<file path="config.mk">
export PLATFORM = sky130hd
export DESIGN_NAME = srt_front
export DESIGN_NICKNAME = d
export VERILOG_FILES = /design/src/rtl/core/srt_pkg.sv /design/src/rtl/core/srt_front.sv
export SDC_FILE = /design/constraint.sdc
export NUM_CORES = 1
export LEC_CHECK = 0
export BUFFER_PORTS_ARGS = -buffer_cell sky130_fd_sc_hd__buf_2
export CORE_ASPECT_RATIO = 1.2
export CORE_MARGIN = 5
export CORE_UTILIZATION = 34
export CTS_CLUSTER_SIZE = 12
export DETAILED_ROUTE_END_ITERATION = 16
export SLEW_MARGIN = 10
export SYNTH_ARGS = -nofsm -noshare
export SYNTH_HDL_FRONTEND = slang
export SYNTH_SLANG_ARGS = --single-unit
</file>
<file path="constraint.sdc">
create_clock -name aclk -period 13.3 [get_ports aclk]
set_input_delay 3.325 -clock aclk [delete_from_list [all_inputs] [get_ports aclk]]
set_output_delay 3.325 -clock aclk [all_outputs]
set_load 0.005 [all_outputs]
</file>
<file path="src/rtl/core/srt_pkg.sv">
// shared types and codes for the stream reassembly tracker
package srt_pkg;

    localparam logic [1:0] KIND_INSERT = 2'd0;
    localparam logic [1:0] KIND_READ   = 2'd1;
    localparam logic [1:0] KIND_CLEAR  = 2'd2;

    localparam logic [2:0] ST_SEGMENT  = 3'd0;
    localparam logic [2:0] ST_CLOSE    = 3'd1;
    localparam logic [2:0] ST_NONE     = 3'd2;
    localparam logic [2:0] ST_INSERTED = 3'd3;
    localparam logic [2:0] ST_REJECTED = 3'd4;
    localparam logic [2:0] ST_FULL     = 3'd5;

    localparam logic [19:0] COUNT_MAX   = 20'hFFFFF;
    localparam int          RESULT_LIMIT = 16;

    typedef enum logic [1:0] {
        OP_INSERT,
        OP_READ,
        OP_CLEAR
    } op_t;

    typedef struct packed {
        logic [63:0] chunk_start;
        logic [15:0] chunk_length;
        logic [31:0] buffer_handle;
        logic [19:0] max_bytes;
    } req_fields_t;

    typedef struct packed {
        op_t         op;
        req_fields_t f;
    } cmd_t;

    typedef struct packed {
        logic [2:0]  status;
        logic [63:0] stream_offset;
        logic [31:0] segment_handle;
        logic [15:0] offset_in_chunk;
        logic [15:0] copy_length;
        logic        is_last;
        logic [19:0] available_bytes;
        logic [19:0] held_bytes;
    } res_t;

endpackage

</file>
<file path="src/rtl/core/srt_front.sv">
// request intake: decodes the kind and queues commands for the engine
module srt_front (
    input  logic                aclk,
    input  logic                aresetn,
    input  logic                s_tvalid,
    output logic                s_tready,
    input  logic [1:0]          s_kind,
    input  srt_pkg::req_fields_t s_fields,
    output logic                cmd_valid,
    input  logic                cmd_ready,
    output srt_pkg::cmd_t       cmd
);
    import srt_pkg::*;

    cmd_t       q_mem [2];
    logic       wr_ptr_reg, wr_ptr_next;
    logic       rd_ptr_reg, rd_ptr_next;
    logic [1:0] cnt_reg, cnt_next;
    logic       keep;
    op_t        op;
    logic       push, pop;

    always_comb begin
        keep = 1'b1;
        op   = OP_INSERT;
        unique case (s_kind)
            KIND_INSERT: op = OP_INSERT;
            KIND_READ:   op = OP_READ;
            KIND_CLEAR:  op = OP_CLEAR;
            default:     keep = 1'b0;
        endcase
    end

    assign s_tready  = (cnt_reg != 2'd2);
    assign push      = s_tvalid && s_tready && keep;
    assign cmd_valid = (cnt_reg != 2'd0);
    assign pop       = cmd_valid && cmd_ready;
    assign cmd       = q_mem[rd_ptr_reg];

    assign wr_ptr_next = push ? ~wr_ptr_reg : wr_ptr_reg;
    assign rd_ptr_next = pop ? ~rd_ptr_reg : rd_ptr_reg;
    assign cnt_next    = cnt_reg + 2'(push) - 2'(pop);

    always_ff @(posedge aclk) begin
        if (!aresetn) begin
            wr_ptr_reg <= 1'b0;
            rd_ptr_reg <= 1'b0;
            cnt_reg    <= 2'd0;
        end else begin
            wr_ptr_reg <= wr_ptr_next;
            rd_ptr_reg <= rd_ptr_next;
            cnt_reg    <= cnt_next;
        end
    end

    always_ff @(posedge aclk) begin
        if (push) begin
            q_mem[wr_ptr_reg] <= '{op: op, f: s_fields};
        end
    end

`ifndef SYNTH
    a_no_overflow: assert property (@(posedge aclk) disable iff (!aresetn)
        cnt_reg == 2'd2 |-> !push)
        else $error("queue written while full");
    a_no_underflow: assert property (@(posedge aclk) disable iff (!aresetn)
        cnt_reg == 2'd0 |-> !pop)
        else $error("queue read while empty");
    a_count_step: assert property (@(posedge aclk) disable iff (!aresetn)
        push && !pop |=> cnt_reg == $past(cnt_reg) + 2'd1)
        else $error("queue count lost a push");
`endif

endmodule

</file>
==> impl_metrics.toml, run 1 <==
[worst_setup_path]
arrival_ps = 2630
crit_type = "reg -> out"
cp_cell_sequence = "buf_4, mux2_2, buf_2"
slowest_stage = "buf_4"
crit_family = "buffers and inverters"
cp_data_required_time_ps = 9970
cp-start-kind = "flop"
slowest_delay_ps = 760
worst-path-buf-inv = 2
path_max_fanout = 46
rrSetupSlack_ps = 10490
endpoint_kind = "output port"

[die]
core-area_sq_um = 29600
io_pins = 274
rows = 69
die_x_um = 168
die_h_um = 200
die_area_sq_um = 33500
start_util_pct = 34.4

[place]
gp_congestion = 0.733
pre_cts_ws_ps = 7240
io_buffers = 273
place_inst = 1104
dpl_cell_area_sq_um = 12000
hpwl_um = 13100

[timing]
fin_crit_ps = 5950
slew-limit-headroom_pct = 34.8
fin_ws_ps = 7350
finalSetupTns_ps = 0
finClkSkew_ps = 8.23
tightest_slew_ps = 978
rsz0062_at_grt = "no"
max_freq_ghz = 0.168
hold_ws_ps = 577
final-setup-viol-count = 0
report.final.hold_viol_count = 0
drv_slew = 0
min_period_over_period_pct = 44.8

[global_routing]
grt_usage_pct = 11.1
grt_max_degree = 70
grt_pass1_wl_um = 29600
grt_overflow = 0
first_global_vias = 5456
antenna_found_initial = 3

[logic_synthesis]
syn-num-nets = 590
syn_avg_cell_area_sq_um = 22.6
synth.top_cells.by_area = "edfxtp_1 (79%), mux2_4 (8.8%), mux2_2 (8.2%)"
synth_flop_cell = "edfxtp_1"
synth.top_cell.area_share_pct = 79.0
synth_most_common_cell = "edfxtp_1"
synth-seq-cells = 273
synth.yosys.seq_area_share_pct = 80.0
ys.warnings.count = 0
synth_common_cells = "edfxtp_1 (268), mux2_2 (74), mux2_4 (60)"
synth.distinct_cells = 22
ys_async_sr_fraction_pct = 0
syn_area_sq_um = 10200
synth_edf_count = 268
yosysTopAreaCell = "edfxtp_1"
syn_inst = 451

[routing]
wire_per_inst_um = 17.1
route.antenna.remaining_nets = 0
num_vias = 5088
drtPass1Iterations = 4
drt_iter0_drc = 208
viasPerCell = 4.41
drc = 0
drt-total-wl_um = 19700

[layout]
finalNonFillerCells = 1153
final-seq-area_sq_um = 8150
post-route-util_pct = 43.3
layout-drive-gt1-share_pct = 59.3
fin_nets = 883
largest_register_ffs = 268
area_growth_syn_to_layout_pct = 25.8
multi_input_area_sq_um = 1920
stdcell_area_sq_um = 12800
fillers = 2651

[power]
total_power_mw = 2.16
ir_drop_uv = 114
power_density_nw_per_um2 = 169
p_leak_nw = 4.81

[clock_network]
htreeDepth = 1
cts.reportedPaths.clkPinSlew_ps = 60
cts-buffers-inserted = 28
cts_sinks = 273
cts_tree = "built"
cts_buffer_depth = 3
post_cts_buffers = 0
cts.hold.buffers_added = 0
insertion_delay_ps = 530
cts_resized = 0
cts.root.buffer_cell = "clkbuf_16"

[run]
maxCapViolCount = 0

[outcome]
status = "completed"

[worst_hold_path]
min_path_type = "reg -> reg"
==> final timing paths <==
path | start | cells past startpoint | endpoint
setup / recovery | flop | 3 | cmd[19]
hold / removal | rd_ptr_reg | 2 | flop
setup reg to reg | cnt_reg[0] | 5 | q_mem[0][65]
hold reg to reg | rd_ptr_reg | 2 | flop
==> where the power goes <==
group / switching [mW] / internal, mW
Combinational: 0.173 / 0.206
Sequential: 0.0292 / 1.03
Clock: 0.292 / 0.426
Total: 0.495 / 1.67
==> layout make-up <==
| class | count | area share [%] |
|---|---|---|
| Sequential cell | 273 | 63.6 |
| Multi-Input combinational cell | 162 | 15.0 |
| Timing Repair Buffer | 278 | 11.0 |
| Clock buffer | 41 | 6.17 |
| Tap cell | 390 | 3.81 |
| Clock inverter | 4 | 0.371 |
| Antenna cell | 4 | 0.0781 |
| Inverter | 1 | 0.0293 |
==> tightest hold or removal path, cell delays in order, from the launching register on <==
cell and delay (ps):
dfxtp_1 320, xnor2_1 70, and2_1 140
==> cells in the final DEF (no fill, tap or decap), drive strengths merged, types with 3 or more instances in the layout <==
cell type  instances
nor2               3
diode              4
nand2              4
mux2             134
dfxtp              5
edfxtp           268
clkbuf            41
buf              278
and2               4
==> routing by layer <==
layer  share of wire [%]  track usage, %  wire (um)
met1                  37            12.6       7380
met2                  51            19.2      10000
met3                 9.3            4.21       1830
met4                 2.6            3.79        513
met5                   0               0          0
==> logic make-up (layout without fill, tap and decap cells) <==
logic type / count (synthesis) / count (layout) / synth area share [%]
other: 0 / 4 / 0
buffers and inverters: 16 / 324 / 1.27
XOR/XNOR: 2 / 2 / 0.172
AND/OR/NAND/NOR: 19 / 19 / 0.970
AO/OA/AOI/OAI: 5 / 5 / 0.356
flip-flops: 273 / 273 / 80.0
multiplexers: 135 / 135 / 17.1
adder cells (fa/ha/maj): 1 / 1 / 0.123
No activity file was read; power rests on OpenSTA's default activity.
==> run 2: changes to the inputs <==
Settings changed: ABC_AREA set to 1.
Clock period 13.3 ns to 6.1 ns, I/O delays scaled along.
==> impl_metrics.toml, run 2 <==
[logic_synthesis]
syn-num-nets = 597
synthMuxAreaShare_pct = 17.1
synth_edf_count = 268
synth_most_common_cell = "edfxtp_1"
syn_area_sq_um = 10200
syn_avg_cell_area_sq_um = 22.2
synth_top_family_by_area = "multiplexers"
syn_inst = 458
yosys.area_share.simple_pct = 0.726
synth-seq-cells = 273
synth_common_cells = "edfxtp_1 (268), mux2_2 (74), mux2_4 (60)"
synth.yosys.seq_area_share_pct = 80.2
synthAdderAreaFrac_pct = 0.123
synth.distinct_cells = 14
ys.warnings.count = 0
synth-xor-area-share_pct = 0.0862
synth.top_cells.by_area = "edfxtp_1 (79%), mux2_4 (8.9%), mux2_2 (8.2%)"
yosysTopAreaCell = "edfxtp_1"
synth.top_cell.area_share_pct = 79.2
synth_compound_area_share_pct = 0.246
synth_flop_cell = "edfxtp_1"
ys_async_sr_fraction_pct = 0

[layout]
largest_register_ffs = 268
fillers = 2637
final_common_cell = "buf_2"
stdcell_area_sq_um = 12800
layout_common_cells = "buf_2 (273), edfxtp_1 (268), mux2_2 (74)"
fin_nets = 892
layout-drive-gt1-share_pct = 58.2
area_growth_syn_to_layout_pct = 26.0

[die]
io_pins = 274
die_area_sq_um = 33500
rows = 69
die_h_um = 199
die_x_um = 168
core-area_sq_um = 29600
start_util_pct = 34.3

[routing]
route.antenna.remaining_nets = 0
drt-total-wl_um = 19700
drtPass1Iterations = 6
wire_per_inst_um = 17.0
viasPerCell = 4.39
drt_iter0_drc = 222
drc = 0
num_vias = 5100

[global_routing]
grt_pass1_wl_um = 28900
first_global_vias = 5275
grt_max_degree = 74
grt_overflow = 0
antenna_found_initial = 1
grt_usage_pct = 10.9

[timing]
fin_ws_ps = 2250
finalSetupTns_ps = 0
tightest_slew_ps = 963
drv_slew = 0
final-setup-viol-count = 0
fin_crit_ps = 3850
max_freq_ghz = 0.260
slew-limit-headroom_pct = 35.8
report.final.hold_viol_count = 0
rsz0062_at_grt = "no"
finClkSkew_ps = 7.38
min_period_over_period_pct = 63.0

[place]
pre_cts_ws_ps = 2450
gp_congestion = 0.698
dpl_cell_area_sq_um = 12000
hpwl_um = 13100
io_buffers = 273

[clock_network]
post_cts_buffers = 0
cts.root.buffer_cell = "clkbuf_16"
htreeDepth = 1
cts_resized = 0
cts_sinks = 273
cts-buffers-inserted = 28
insertion_delay_ps = 520
cts.reportedPaths.clkPinSlew_ps = 60
cts.hold.buffers_added = 0
cts_buffer_depth = 3
cts_tree = "built"

[worst_setup_path]
crit_type = "reg -> out"
path_max_fanout = 73
cp-start-kind = "flop"
cp_data_required_time_ps = 4580
arrival_ps = 2320
endpoint_kind = "output port"

[worst_hold_path]
min_path_type = "reg -> reg"

[power]
power_density_nw_per_um2 = 383
p_leak_nw = 4.83
ir_drop_uv = 274

[outcome]
status = "completed"

[run]
maxCapViolCount = 0
## run 2: cell count changes after synthesis, moves of 2 or more
| cell | delta |
|---|---|
| inv_1 | +9 |
| nand2_1 | +5 |
| nand2b_1 | -2 |
| nand3_1 | +2 |
| nor2_1 | +5 |
| nor3_1 | -2 |
| nor2b_1 | -2 |
| and2_1 | -4 |
| xnor2_1 | -2 |
## run 2: cell type report
class	count	area [sq um]	area share, %
antenna	1	2.50	0.0195
tap	390	488	3.81
clock buffer	42	774	6.05
sequential	273	8150	63.6
multi-input combinational	160	1870	14.6
clock inverter	6	56.3	0.439
timing repair buffer	280	1430	11.2
inverter	10	37.5	0.293
## run 2: stage by stage
| stage | hold WS (ps) | std cells | util, % | power [mW] |
|---|---|---|---|---|
| 3_3_place_gp | 452 | 1113 | 40.4 | 3.42 |
| 6_report | 464 | 1162 | 43.3 | 4.91 |
| 4_1_cts | 467 | 1161 | 43.3 | 5.00 |
| 5_1_grt | 543 | 1161 | 43.3 | 5.17 |
| 3_5_place_dp | 461 | 1113 | 40.4 | 3.43 |
| 2_1_floorplan | 447 | 458 | - | 3.03 |
## run 2: cell families after synthesis
kind of cell	Yosys count
AND/OR/NAND/NOR	19
multiplexers	134
XOR/XNOR	1
AO/OA/AOI/OAI	5
buffers and inverters	25
flip-flops	273
adder cells (fa/ha/maj)	1
## run 2: layer usage
layer | global-route usage (%) | vias up | routed length, um
met4 | 2.77 | 2 | 306
li1 | - | 2383 | -
met1 | 13.3 | 2497 | 7750
met3 | 3.90 | 24 | 1770
met5 | 0 | - | 13
met2 | 18.5 | 194 | 9900
## run 2: worst paths after layout
path,cells past startpoint,endpoint,slack (ps),startpoint
max,3,cmd[40],2250,flop
min,2,flop,460,rd_ptr_reg
max reg2reg,6,q_mem[0][53],3600,cnt_reg[0]
min reg2reg,2,flop,460,rd_ptr_reg
## run 2: where the power goes
part           switching [mW]  internal [mW]  total [mW]
combinational           0.462          0.520       0.982
sequential             0.0715           2.30        2.37
clock                   0.644          0.911        1.55
## run 2: worst max-delay path, cell delays in order, from the launching register on
cell and delay [ps]:
dfxtp_4 680, buf_12 460, mux2_2 420, buf_2 130
==> run 3: changes to the inputs <==
Clock period 6.1 ns to 3.74 ns, I/O delays scaled along.
==> impl_metrics.toml, run 3 (synthesis gave the netlist of run 2 again) <==
[timing]
finClkSkew_ps = 6.22
finalSetupTns_ps = 0
min_period_over_period_pct = 75.8
max_freq_ghz = 0.353
final-setup-viol-count = 0
tightest_slew_ps = 627
drv_slew = 0
fin_crit_ps = 2830
report.final.hold_viol_count = 0
slew-limit-headroom_pct = 58.1
rsz0062_at_grt = "no"

[layout]
finalNonFillerCells = 1154
area_growth_syn_to_layout_pct = 26.6
multi_input_area_sq_um = 1870
fin_nets = 892
antenna_cells = 0
final-seq-area_sq_um = 8150
fillers = 2624
layout_common_cells = "buf_2 (273), edfxtp_1 (268), mux2_2 (74)"
largest_register_ffs = 268
final_common_cell = "buf_2"
post-route-util_pct = 43.5
layout-drive-gt1-share_pct = 58.8

[power]
pwr-share-clk_pct = 31.8
pwr-share-comb_pct = 20.8
ir_drop_uv = 409
p_leak_nw = 4.85
seqPwrFrac_pct = 47.4
total_power_mw = 8.07
power_density_nw_per_um2 = 627
switchingPower_mw = 1.93
swShare_pct = 23.9
p_int_mw = 6.14

[place]
io_buffers = 273
gp_congestion = 0.723
place_inst = 1113
hpwl_um = 13400

[routing]
wl_met1_um = 8060
drc = 0
drt_iter0_drc = 208
wire_per_inst_um = 17.3
viasPerCell = 4.41
routed.top_layer = "met5"
wl_met3_um = 1550
drt-total-wl_um = 20000
dr_wl_met2_um = 9980
num_vias = 5085
route.antenna.remaining_nets = 0
drtPass1Iterations = 5

[clock_network]
cts.hold.buffers_added = 0
cts.reportedPaths.clkPinSlew_ps = 50
cts-buffers-inserted = 28
cts.root.buffer_cell = "clkbuf_16"
cts_resized = 0
htreeDepth = 1
post_cts_buffers = 0
cts_tree = "built"
cts_sinks = 273
insertion_delay_ps = 530
cts_buffer_depth = 3

[die]
core-area_sq_um = 29600
start_util_pct = 34.3
io_pins = 274
rows = 69
die_area_sq_um = 33500
die_x_um = 168
die_h_um = 199

[global_routing]
first_global_vias = 5407
antenna_found_initial = 1
grt_max_degree = 72
grt_overflow = 0
grt_usage_pct = 11.0
grt_pass1_wl_um = 29200

[worst_setup_path]
slowest_delay_ps = 390
cp-start-kind = "flop"
slowest_stage = "mux2_2"
arrival_ps = 1900
endpoint_kind = "output port"
worst-path-buf-inv = 2
path_max_fanout = 71
crit_type = "reg -> out"
cp_cell_sequence = "buf_12, mux2_2, buf_2"
crit_family = "buffers and inverters"
cp_data_required_time_ps = 2800

[outcome]
status = "completed"

[run]
maxCapViolCount = 0

[worst_hold_path]
min_path_type = "reg -> reg"
-- run 3: cell types whose count changed in the layout (fill, tap and decap cells not counted) --
| cell | delta |
|---|---|
| clkinv_1 | +2 |
| bufinv_16 | +1 |
| clkbuf_1 | -9 |
| diode_2 | -1 |
| clkinvlp_4 | -1 |
| buf_4 | -5 |
| buf_12 | +5 |
-- run 3: path summary, 6_finish.rpt --
| check | from | end | depth (start not counted) | slack (ps) |
|---|---|---|---|---|
| max | flop | cmd[35] | 3 | 910 |
| min | rd_ptr_reg | flop | 2 | 480 |
| max reg2reg | cnt_reg[0] | q_mem[1][61] | 5 | 1550 |
| min reg2reg | rd_ptr_reg | flop | 2 | 480 |
-- run 3: power groups by stage --
stage / combinational (mW) / sequential [mW] / clock, mW
2_1_floorplan: 1.04 / 3.91 / 0
3_3_place_gp: 1.73 / 3.88 / 0
3_5_place_dp: 1.73 / 3.89 / 0
4_1_cts: 1.74 / 3.83 / 2.66
5_1_grt: 1.82 / 3.85 / 2.79
6_report: 1.68 / 3.83 / 2.56
-- run 3: worst min-delay path: stages (launching register included) --
cell,delay [ps]
dfxtp_1,290
inv_1,80
a21oi_1,70
-- run 3: area by class of cell --
cell class | count | area share (%)
multi-input cells | 160 | 14.5
clock inverters | 8 | 0.671
clock buffers | 33 | 5.76
well taps | 390 | 3.79
flip-flops and latches | 273 | 63.4
repair buffers | 280 | 11.6
inverters | 10 | 0.292
-- run 3: per-layer routing --
metal	vias up	track usage (%)
met5	-	0
met4	2	3.10
met3	38	3.42
met2	189	18.9
met1	2477	13.6
li1	2379	-
-- run 3: stage by stage --
stage | instance area, sq um | setup slack (ps) | hold WS (ps)
4_1_cts | 12900 | 858 | 482
5_1_grt | 12900 | 813 | 515
6_report | 12900 | 905 | 480
3_3_place_gp | 12000 | 923 | 444
3_5_place_dp | 12000 | 900 | 474
2_1_floorplan | 10200 | -1430 | 447
